**src/rtl/pcd_pkg.sv**
```systemverilog
// ----------------------------------------------------------------------------
// Periodic column destriper package
// Shared constants and the control structs passed between the datapath and
// the result queue.
// ----------------------------------------------------------------------------
`default_nettype none

package pcd_pkg;

  localparam int PERIOD_BITS = 8;
  localparam logic [PERIOD_BITS-1:0] PERIOD_RESET = 8'd6;

  // four words cover a row-end pair landing on two words still waiting
  localparam int QUEUE_DEPTH = 4;
  localparam int QCNT_BITS   = $clog2(QUEUE_DEPTH + 1);

  typedef struct packed {
    logic row_last;
    logic burst_last;
  } pcd_flags_t;

  typedef struct packed {
    logic       one;      // push the first result word
    logic       two;      // push the second result word as well
    pcd_flags_t flags_a;
    pcd_flags_t flags_b;
  } pcd_push_t;

endpackage

`default_nettype wire

```
**src/rtl/pcd_if.sv**
```systemverilog
// ----------------------------------------------------------------------------
// Periodic column destriper channels
// Valid/ready pixel channels for the input and the result side.
// ----------------------------------------------------------------------------
`default_nettype none

interface pcd_in_if #(
  parameter int SAMPLE_BITS = 16
);
  logic                   valid;
  logic                   ready;
  logic [SAMPLE_BITS-1:0] sample_in;
  logic                   row_last_in;

  modport source (output valid, output sample_in, output row_last_in, input ready);
  modport sink   (input valid, input sample_in, input row_last_in, output ready);
endinterface

interface pcd_out_if #(
  parameter int SAMPLE_BITS = 16
);
  logic                   valid;
  logic                   ready;
  logic [SAMPLE_BITS-1:0] sample_out;
  logic                   row_last_out;
  logic                   burst_last;

  modport source (output valid, output sample_out, output row_last_out,
                  output burst_last, input ready);
  modport sink   (input valid, input sample_out, input row_last_out,
                  input burst_last, output ready);
endinterface

`default_nettype wire

```
**src/rtl/pcd_out_queue.sv**
```systemverilog
// ----------------------------------------------------------------------------
// Destriper result queue
// Four-word shifting queue; takes up to two words a cycle, gives one.
// ----------------------------------------------------------------------------
`default_nettype none

module pcd_out_queue #(
  parameter int SAMPLE_BITS = 16
) (
  input  wire logic                   clk,
  input  wire logic                   rst,
  input  wire pcd_pkg::pcd_push_t     push,
  input  wire logic [SAMPLE_BITS-1:0] data_a,
  input  wire logic [SAMPLE_BITS-1:0] data_b,
  output logic                        room,
  pcd_out_if.source                   pix_out
);
  import pcd_pkg::*;

  logic [SAMPLE_BITS-1:0] sample_q [QUEUE_DEPTH];
  pcd_flags_t             flags_q  [QUEUE_DEPTH];
  logic [SAMPLE_BITS-1:0] sample_next [QUEUE_DEPTH];
  pcd_flags_t             flags_next  [QUEUE_DEPTH];
  logic [QCNT_BITS-1:0]   count;
  logic [QCNT_BITS-1:0]   count_next;
  logic [QCNT_BITS-1:0]   count_after;
  logic                   pop;

  assign pop  = pix_out.valid & pix_out.ready;
  assign room = count < QCNT_BITS'(QUEUE_DEPTH - 1);

  assign pix_out.valid        = count != '0;
  assign pix_out.sample_out   = sample_q[0];
  assign pix_out.row_last_out = flags_q[0].row_last;
  assign pix_out.burst_last   = flags_q[0].burst_last;

  always_comb begin
    count_after = count - QCNT_BITS'(pop);
    count_next  = count_after + QCNT_BITS'(push.one) + QCNT_BITS'(push.two);
    for (int i = 0; i < QUEUE_DEPTH; i++) begin
      sample_next[i] = sample_q[i];
      flags_next[i]  = flags_q[i];
    end
    // advance everything one place on a pop
    if (pop) begin
      for (int i = 0; i < QUEUE_DEPTH - 1; i++) begin
        sample_next[i] = sample_q[i+1];
        flags_next[i]  = flags_q[i+1];
      end
    end
    for (int i = 0; i < QUEUE_DEPTH; i++) begin
      if (push.one && (QCNT_BITS'(i) == count_after)) begin
        sample_next[i] = data_a;
        flags_next[i]  = push.flags_a;
      end
      if (push.two && (QCNT_BITS'(i) == count_after + QCNT_BITS'(1))) begin
        sample_next[i] = data_b;
        flags_next[i]  = push.flags_b;
      end
    end
  end

  always_ff @(posedge clk) begin
    if (rst) begin
      count <= '0;
    end else begin
      count <= count_next;
    end
  end

  always_ff @(posedge clk) begin
    for (int i = 0; i < QUEUE_DEPTH; i++) begin
      sample_q[i] <= sample_next[i];
      flags_q[i]  <= flags_next[i];
    end
  end

endmodule

`default_nettype wire

```
**src/rtl/periodic_column_destriper_unit.sv**
```systemverilog
// Release: a pixel's word is written into the result queue when the pixel that
//   follows it in the row is taken; a row's last pixel releases the held word and itself.
// Throughput: one pixel per cycle while the output is ready; the four-word result queue
//   absorbs the two words of a row end, and input ready drops once three words wait in it.
// Reset (synchronous, active high): stripe period 6, no pixel held, queue empty.
// ----------------------------------------------------------------------------
// Periodic column destriper
// Replaces every period-th column by the mean of its two neighbours, with
// mirrored neighbours at row edges; one pixel of look-ahead.
// ----------------------------------------------------------------------------
`default_nettype none

module periodic_column_destriper_unit #(
  parameter int SAMPLE_BITS = 16
) (
  input  wire logic                            clk,
  input  wire logic                            rst,
  input  wire logic                            cfg_we,
  input  wire logic [pcd_pkg::PERIOD_BITS-1:0] cfg_wdata,
  pcd_in_if.sink                               pix_in,
  pcd_out_if.source                            pix_out
);
  import pcd_pkg::*;

  // Configuration and control state
  logic [PERIOD_BITS-1:0] period;
  logic                   pend_valid;  // a pixel is held back
  logic                   pend_first;  // held pixel opens its row
  logic [PERIOD_BITS-1:0] phase;       // one-based column of held pixel mod period

  // Pixel window: held pixel and the one to its left
  logic [SAMPLE_BITS-1:0] pend_px;
  logic [SAMPLE_BITS-1:0] left_nb;

  logic                   accept;
  logic                   room;
  logic [SAMPLE_BITS-1:0] px;
  logic                   last;
  logic [SAMPLE_BITS-1:0] lft;
  logic [SAMPLE_BITS:0]   pair_sum;
  logic [SAMPLE_BITS-1:0] held_word;
  logic [SAMPLE_BITS-1:0] tail_word;
  logic [SAMPLE_BITS-1:0] data_a;
  logic [PERIOD_BITS-1:0] phase_step;  // phase after the held pixel
  logic [PERIOD_BITS-1:0] phase_inc;
  logic [PERIOD_BITS-1:0] phase_next;
  logic                   pend_valid_next;
  logic                   pend_first_next;
  pcd_push_t              push;

  assign accept       = pix_in.valid & pix_in.ready;
  assign pix_in.ready = room;
  assign px           = pix_in.sample_in;
  assign last         = pix_in.row_last_in;

  // Advance the column phase of the held pixel; wrap on reaching the period,
  // which also catches a period lowered in mid row. Period zero never wraps.
  always_comb begin
    phase_inc  = phase + PERIOD_BITS'(1);
    phase_step = phase_inc;
    if ((period != '0) && (phase_inc >= period)) begin
      phase_step = '0;
    end
  end

  // Held pixel: mean of neighbours if on a stripe, mirrored at the row start.
  // Row's last pixel: on a stripe its right neighbour mirrors the held one, so the mean
  // is just the held pixel; off a stripe the pixel passes through.
  always_comb begin
    lft       = pend_first ? px : left_nb;
    pair_sum  = {1'b0, lft} + {1'b0, px};
    held_word = ((period != '0) && (phase == '0)) ? pair_sum[SAMPLE_BITS:1] : pend_px;
    tail_word = ((period != '0) && (phase_step == '0)) ? pend_px : px;
  end

  always_comb begin
    push            = '0;
    data_a          = held_word;
    phase_next      = phase;
    pend_valid_next = pend_valid;
    pend_first_next = pend_first;
    if (accept) begin
      if (!pend_valid) begin
        if (last) begin
          // row of one pixel: pass it straight through
          push.one        = 1'b1;
          push.flags_a    = '{row_last: 1'b1, burst_last: 1'b1};
          data_a          = px;
          phase_next      = '0;
        end else begin
          pend_valid_next = 1'b1;
          pend_first_next = 1'b1;
          phase_next      = ((period != '0) && (PERIOD_BITS'(1) >= period)) ?
                            '0 : PERIOD_BITS'(1);
        end
      end else if (last) begin
        // release the held word and close the row
        push.one        = 1'b1;
        push.two        = 1'b1;
        push.flags_a    = '{row_last: 1'b0, burst_last: 1'b0};
        push.flags_b    = '{row_last: 1'b1, burst_last: 1'b1};
        pend_valid_next = 1'b0;
        pend_first_next = 1'b0;
        phase_next      = '0;
      end else begin
        push.one        = 1'b1;
        push.flags_a    = '{row_last: 1'b0, burst_last: 1'b1};
        pend_first_next = 1'b0;
        phase_next      = phase_step;
      end
    end
  end

  always_ff @(posedge clk) begin
    if (rst) begin
      period     <= PERIOD_RESET;
      pend_valid <= 1'b0;
      pend_first <= 1'b0;
      phase      <= '0;
    end else begin
      if (cfg_we) begin
        period <= cfg_wdata;
      end
      pend_valid <= pend_valid_next;
      pend_first <= pend_first_next;
      phase      <= phase_next;
    end
  end

  // Shift the window on every accepted pixel that does not end a row
  always_ff @(posedge clk) begin
    if (accept && !last) begin
      left_nb <= pend_px;
      pend_px <= px;
    end
  end

  pcd_out_queue #(
    .SAMPLE_BITS (SAMPLE_BITS)
  ) u_queue (
    .clk     (clk),
    .rst     (rst),
    .push    (push),
    .data_a  (data_a),
    .data_b  (tail_word),
    .room    (room),
    .pix_out (pix_out)
  );

endmodule

`default_nettype wire

```
**src/flat_wrapper.sv**
```systemverilog
// flat-port wrapper written by rule: the top's interface ports become plain ports
module periodic_column_destriper_unit_flat import pcd_pkg::*;
#(
  parameter int SAMPLE_BITS = 16
)
  (clk, rst, cfg_we, cfg_wdata, pix_in_valid, pix_in_sample_in, pix_in_row_last_in, pix_in_ready, pix_out_valid, pix_out_sample_out, pix_out_row_last_out, pix_out_burst_last, pix_out_ready);
  pcd_in_if #(.SAMPLE_BITS(SAMPLE_BITS)) pix_in_i ();
  pcd_out_if #(.SAMPLE_BITS(SAMPLE_BITS)) pix_out_i ();
  input  wire logic clk;
  input  wire logic rst;
  input  wire logic cfg_we;
  input  wire logic [pcd_pkg::PERIOD_BITS-1:0] cfg_wdata;
  input wire logic [$bits(pix_in_i.valid)-1:0] pix_in_valid;
  input wire logic [$bits(pix_in_i.sample_in)-1:0] pix_in_sample_in;
  input wire logic [$bits(pix_in_i.row_last_in)-1:0] pix_in_row_last_in;
  output wire logic [$bits(pix_in_i.ready)-1:0] pix_in_ready;
  output wire logic [$bits(pix_out_i.valid)-1:0] pix_out_valid;
  output wire logic [$bits(pix_out_i.sample_out)-1:0] pix_out_sample_out;
  output wire logic [$bits(pix_out_i.row_last_out)-1:0] pix_out_row_last_out;
  output wire logic [$bits(pix_out_i.burst_last)-1:0] pix_out_burst_last;
  input wire logic [$bits(pix_out_i.ready)-1:0] pix_out_ready;
  assign pix_in_i.valid = pix_in_valid;
  assign pix_in_i.sample_in = pix_in_sample_in;
  assign pix_in_i.row_last_in = pix_in_row_last_in;
  assign pix_in_ready = pix_in_i.ready;
  assign pix_out_valid = pix_out_i.valid;
  assign pix_out_sample_out = pix_out_i.sample_out;
  assign pix_out_row_last_out = pix_out_i.row_last_out;
  assign pix_out_burst_last = pix_out_i.burst_last;
  assign pix_out_i.ready = pix_out_ready;
  periodic_column_destriper_unit #(.SAMPLE_BITS(SAMPLE_BITS)) u_core (.clk(clk), .rst(rst), .cfg_we(cfg_we), .cfg_wdata(cfg_wdata), .pix_in(pix_in_i), .pix_out(pix_out_i));
endmodule
```
**config.mk**
```make
export PLATFORM = sky130hd
export DESIGN_NAME = periodic_column_destriper_unit_flat
export DESIGN_NICKNAME = d
export VERILOG_FILES = /design/src/rtl/pcd_pkg.sv /design/src/rtl/pcd_if.sv /design/src/rtl/pcd_out_queue.sv /design/src/rtl/periodic_column_destriper_unit.sv /design/src/flat_wrapper.sv
export SDC_FILE = /design/constraint.sdc
export NUM_CORES = 1
export LEC_CHECK = 0
export BUFFER_PORTS_ARGS = -buffer_cell sky130_fd_sc_hd__clkbuf_2
export CORE_MARGIN = 2
export CORE_UTILIZATION = 45
export DETAILED_ROUTE_END_ITERATION = 8
export REMOVE_ABC_BUFFERS = 1
export SLEW_MARGIN = 20
export SYNTH_ARGS = -nofsm -noshare
export SYNTH_HDL_FRONTEND = slang
export SYNTH_SLANG_ARGS = --single-unit
```
**constraint.sdc**
```tcl
create_clock -name clk -period 4.3 [get_ports clk]
set_input_delay 0.86 -clock clk [delete_from_list [all_inputs] [get_ports clk]]
set_output_delay 0.86 -clock clk [all_outputs]
set_load 0.02 [all_outputs]
```
Yosys cells after proc, flatten, opt, wreduce, memory -nomap -nowiden
Memory sizes are Yosys's and may differ from the RTL's.
Cells that the tools add are included.
{"block": "totals", "ff_bits": 53, "ramBits": 72, "output_inout_bits": 20, "elab_cells": 88, "mem_count": 2}
{"block": "classes", "addsub": 6, "order_cmp": 3, "eq_ne": 7, "muxes": 40, "bitwise": 2, "n_reduce_logical": 21}
{"memory": "u_core.u_queue.sample_q", "depth": 4, "width": 16, "read_ports": 4, "rd_clocked_by_memory_dff": 0, "write_ports": 4, "line": "pcd_out_queue.sv:20", "rtl": "logic [SAMPLE_BITS-1:0] sample_q [QUEUE_DEPTH];"}
{"memory": "u_core.u_queue.flags_q", "depth": 4, "width": 2, "read_ports": 4, "rd_clocked_by_memory_dff": 0, "write_ports": 4, "line": "pcd_out_queue.sv:21", "rtl": "pcd_flags_t flags_q [QUEUE_DEPTH];"}
{"op": "$mux 16", "n": 14}
{"op": "$mux 48", "n": 1}
{"op": "$mux 8", "n": 4}
{"op": "$mux 2", "n": 11}
{"op": "$add 16x16->17", "n": 1}
{"op": "$logic_not 8->1", "n": 2}
{"op": "$logic_and 1x1->1", "n": 13}
{"op": "$eq 2x3->1 const A", "n": 4}
{"op": "$mux 6", "n": 2}
{"op": "$add 8x1->8 const B", "n": 1}
{"op": "$ge 1x8->1 const A", "n": 1}
{"op": "$ge 8x8->1", "n": 1}
{"op": "$mux 1", "n": 8}
{"op": "$reduce_bool 8->1", "n": 1}
{"op": "$add 3x1->3", "n": 2}
{"op": "$eq 1x3->1 const A", "n": 2}
{"op": "$logic_not 3->1", "n": 2}
{"op": "$add 3x1->3 const B", "n": 1}
{"op": "$lt 3x2->1 const B", "n": 1}
{"op": "$reduce_bool 3->1", "n": 1}
{"op": "$sub 3x1->3", "n": 1}
{"op": "$and 1x1->1", "n": 2}
{"op": "$ne 2x1->1 const B", "n": 1}
{"op": "$reduce_and 2->1", "n": 1}
{"op": "$logic_not 1->1", "n": 1}

Longest topological paths before layout
{"block": "depth", "ltp_word": 8, "mapped_depth": 14}

By module
Synthesis repeated with hierarchy kept, for this count alone.
{"block": "unflattened", "cells_unflattened": 766, "hier_area_um2": 7811.2}
{"mod": "pcd_out_queue", "instances": 1, "cells_each": 382, "area_each_um2": 4126.5, "seq_area_each_um2": 2222.1}
{"mod": "periodic_column_destriper_unit", "instances": 1, "cells_each": 384, "area_each_um2": 3684.8, "seq_area_each_um2": 1321.3}

Worst setup path before layout
No wires, ideal clock.
{"block": "synth_timing", "kind": "input-to-reg", "from": "in pix_out_ready", "to": "mem u_core.u_queue.flags_q[3][0] (netlist bit), enable pin", "setup_ns": 0.489, "arrival_time_ns": 3.487, "required_time_ns": 3.811, "path_slack_ns": 0.324, "stages": 12, "n_path_buf": 2, "cell_sequence": "nand2_1 inv_1 ha_1 ha_1 xor2_1 inv_1 ha_1 nand3_1 or2_2 clkbuf_1 clkbuf_1 o21ai_0"}
{"item": "start: declaration", "line": "flat_wrapper.sv:21", "rtl": "input wire logic [$bits(pix_out_i.ready)-1:0] pix_out_ready;"}
{"item": "end: declaration", "line": "pcd_out_queue.sv:21"}

==> results.md <==
| Quantity | This run |
|:---|:---|
| Detailed-route DRC error count | 0 |
| Chain of cells forming the critical path | ha_1 > nand3_1 > xnor2_1 > ha_1 > and2_1 > o21ai_0 > o21ai_0 > o41ai_1 > a21o_1 > buf_12 > mux2_2 > nor2_1 > a31oi_1 |
| Largest net degree at the start of global routing | 36 |
| Type of the worst min-delay path | reg2reg |
| Most numerous cell in the Yosys netlist | edfxtp_1 |
| Timing-limited maximum frequency | 265 MHz |
| R2R cell count | 13 |
| Detailed-route wire length | 18.5 mm |
| Antenna-violating nets left | 0 |
| Number of input and output port buffers inserted | 49 |
| Avg WL per Cell | 18.6 um |
| Vert. Die Dim | 132 um |
| Arr. time, crit path | 3910 ps |
| Post-layout instance area | 8470 um2 |
| Post-synthesis mux area share | 8.65% |
| Number of antenna violations at the first check in global routing | 0 |
| Setup repair after global routing missed its margin | no |
| Global-route wire length before repair | 29.9 mm |
| Iteration-0 DRC Markers | 572 |
| CTS H-tree lvls | 4 |
| TritonCTS clock tree | yes |
| Stage delay of the slowest cell on the critical path | 460 ps |
| Via Count | 5820 |
| Count of instances resized after the clock tree is built | 0 |
| Run status | completed |
| Share of layout cells above drive strength 1 | 17.8% |
| Sum of negative setup slack | 0 ps |
| Overall global routing resource usage | 21.9% |
| Detailed Routing Iterations Pass 1 | 5 |
| Netlist area before placement | 7380 um2 |
| Dominant register cell in the synthesized netlist | edfxtp_1 |
| Fin Clk Skew | 7.99 ps |
| Via density per instance | 5.84 |
| Chip Width | 132 um |
| Vias in the first global route | 5502 |
| Leakage component of the power | 3.28 nW |
| Worst supply voltage drop on vdd | 0.300 mV |
| Critical Path Sink Type | register |
| Proportion of register bits with asynchronous set or reset after synthesis | 0% |
| Core Footprint | 15900 um2 |
| Root buf cell | clkbuf_16 |
| Post-layout min period | 3780 ps |
| Areal power density over the cells | 656 nW/um2 |
| Number of antenna cells inserted | 0 |
| Met2 Routed Length | 8.40 mm |
| Synthesized area per cell | 10.3 um2 |
| Element type at the critical path start | register |
| Met3 wire len | 917 um |
| Post-Synthesis Cells | 716 |
| Required arrival time at the worst endpoint | 4430 ps |
| Syn. warnings | 0 |
| Number of failing hold endpoints at the final stage | 0 |
| Final setup viols | 0 |
| Count of cells along the worst hold path | 0 |
| Synth Area in Simple Gates | 13.7% |
| Compound-gate portion of the synthesized area | 17.9% |
| Relative slew margins | 43.3% |
| Fin. max-slew vios | 0 |
| Clock transition time at the flip-flop clock pins of the worst setup and hold paths | 60 ps |
| CTS Buffer Depth | 2 |
| Most numerous cell types in the synthesized netlist | edfxtp_1 (104), nand2_1 (81), a21oi_1 (68) |
| Hold-fix buffers, CTS | 0 |
| GP Congestion | 0.922 |
| Synthesized flop and latch total | 125 |
| Wire length on met1 | 8.97 mm |
| Sum of overflow across all layers after global routing | 0 |
| Initial Util | 46.3% |
| Biggest area consumer among synthesized cells | edfxtp_1 |
| Biggest area contributors in the synthesized netlist | edfxtp_1 (42%), dfxtp_1 (5.7%), ha_1 (5.4%) |
| Boundary Pins | 50 |
| Sequential fraction of the synthesis area | 48.0% |
| Post-synth EDFFs | 104 |
| Period utilisation layout | 87.9% |
| Clock Latency Late Sink | 420 ps |
| Syn-to-layout area delta | 14.8% |
| CTS sink count | 125 |
| Number of CTS-inserted buffers | 17 |
| Top cell type's share of synthesized area | 42.3% |
| NumNets Final | 832 |
| Xor and xnor fraction of the mapped netlist area | 2.14% |
| Post CTS Setup Buffer Count | 0 |
| Die footprint | 17400 um2 |
| Combinational family with the most area after synthesis | compound AO/OA/AOI/OAI gates |
| Critical setup path kind | reg2reg |
| Area after DPL | 7900 um2 |
| Top Metal Used | met4 |
| Post-detail-place hpwl | 12.9 mm |
| Highest-delay cell along the critical path | dfxtp_1 |
| Maxcap violations | 0 |
| Worst-Margin Slew | 847 ps |
| Adder and majority cell fraction of the synthesized area | 5.97% |
| Row count | 46 |
| Distinct cell type count after synthesis | 60 |
| Critical path peak fanout | 14 |
[cell type report]
cell class | count | area [um2]
Inverter | 23 | 86.3
Multi-Input combinational cell | 530 | 3570
Clock buffer | 17 | 425
Fill cell | 1416 | 7470
Tap cell | 216 | 270
Timing Repair Buffer | 71 | 423
Sequential cell | 125 | 3540
Clock inverter | 15 | 146
[flip-flops by register name (all words and copies together), names as in the netlist]
register                 flops
u_core.pend_valid            1
u_core.u_queue.flags_q       8
u_core.phase                 8
u_core.pend_px              16
u_core.left_nb              16
u_core.u_queue.count         3
u_core.u_queue.sample_q     64
u_core.period                8
u_core.pend_first            1
[critical path: cells and delay by family (launching register included)]
family	cells	cell delay (ps)
AO/OA/AOI/OAI	5	1140
flip-flops	1	460
adder cells (fa/ha/maj)	2	570
AND/OR/NAND/NOR	3	430
XOR/XNOR	1	230
multiplexers	1	410
buffers and inverters	1	250
[cell families (layout without fill, tap and decap cells)]
logic type                 after synthesis  in the layout
AOI/OAI and AO/OA                      207            207
xor gates and xnor gates                18             18
adders and majority gates               34             34
buffers and inverters                   61            126
DFF                                    125            125
muxes                                   50             50
and+or+nand+nor                        221            221
[metal layers]
layer / up-vias / global-route usage [%]
li1: 2785 / -
met1: 2818 / 31.1
met2: 195 / 34.2
met3: 22 / 3.73
met4: 0 / 7.13
met5: - / 0
[cell usage in the layout, fill, tap and decap left out, types with 16 or more instances in the layout]
master     instances
edfxtp_1         104
nand2_1           81
a21oi_1           68
nor2_1            57
clkbuf_2          49
ha_1              32
o21ai_0           27
mux2i_1           24
inv_1             23
nand3_1           22
a22oi_1           21
buf_4             21
dfxtp_1           21
o211ai_1          19
clkbuf_16         17
mux2_2            16
[report_power, final]
| part | internal [mW] | switching [mW] | total (mW) |
|---|---|---|---|
| combinational | 0.799 | 1.38 | 2.18 |
| sequential | 1.85 | 0.124 | 1.97 |
| clock | 0.848 | 0.553 | 1.40 |
| total | 3.49 | 2.06 | 5.56 |
[stage by stage]
stage	setup WS [ps]	power, mW	util (%)	hold WS (ps)	std cells
after global routing	229	5.89	53.1	495	997
after detailed placement	448	4.17	49.5	466	965
after global placement	525	4.11	49.5	473	965
after floorplan	365	3.46	-	446	678
after CTS	550	5.57	53.1	489	997
final	521	5.56	53.1	486	997
[final timing paths]
path / start / to / slack [ps]
max: u_core.phase[0] / u_core.u_queue.sample_q[0][7] / 520
min: u_core.pend_px[4] / u_core.left_nb[4] / 490
max reg2reg: u_core.phase[0] / u_core.u_queue.sample_q[0][7] / 520
min reg2reg: u_core.pend_px[4] / u_core.left_nb[4] / 490
Power figures use the tool's default switching activity.
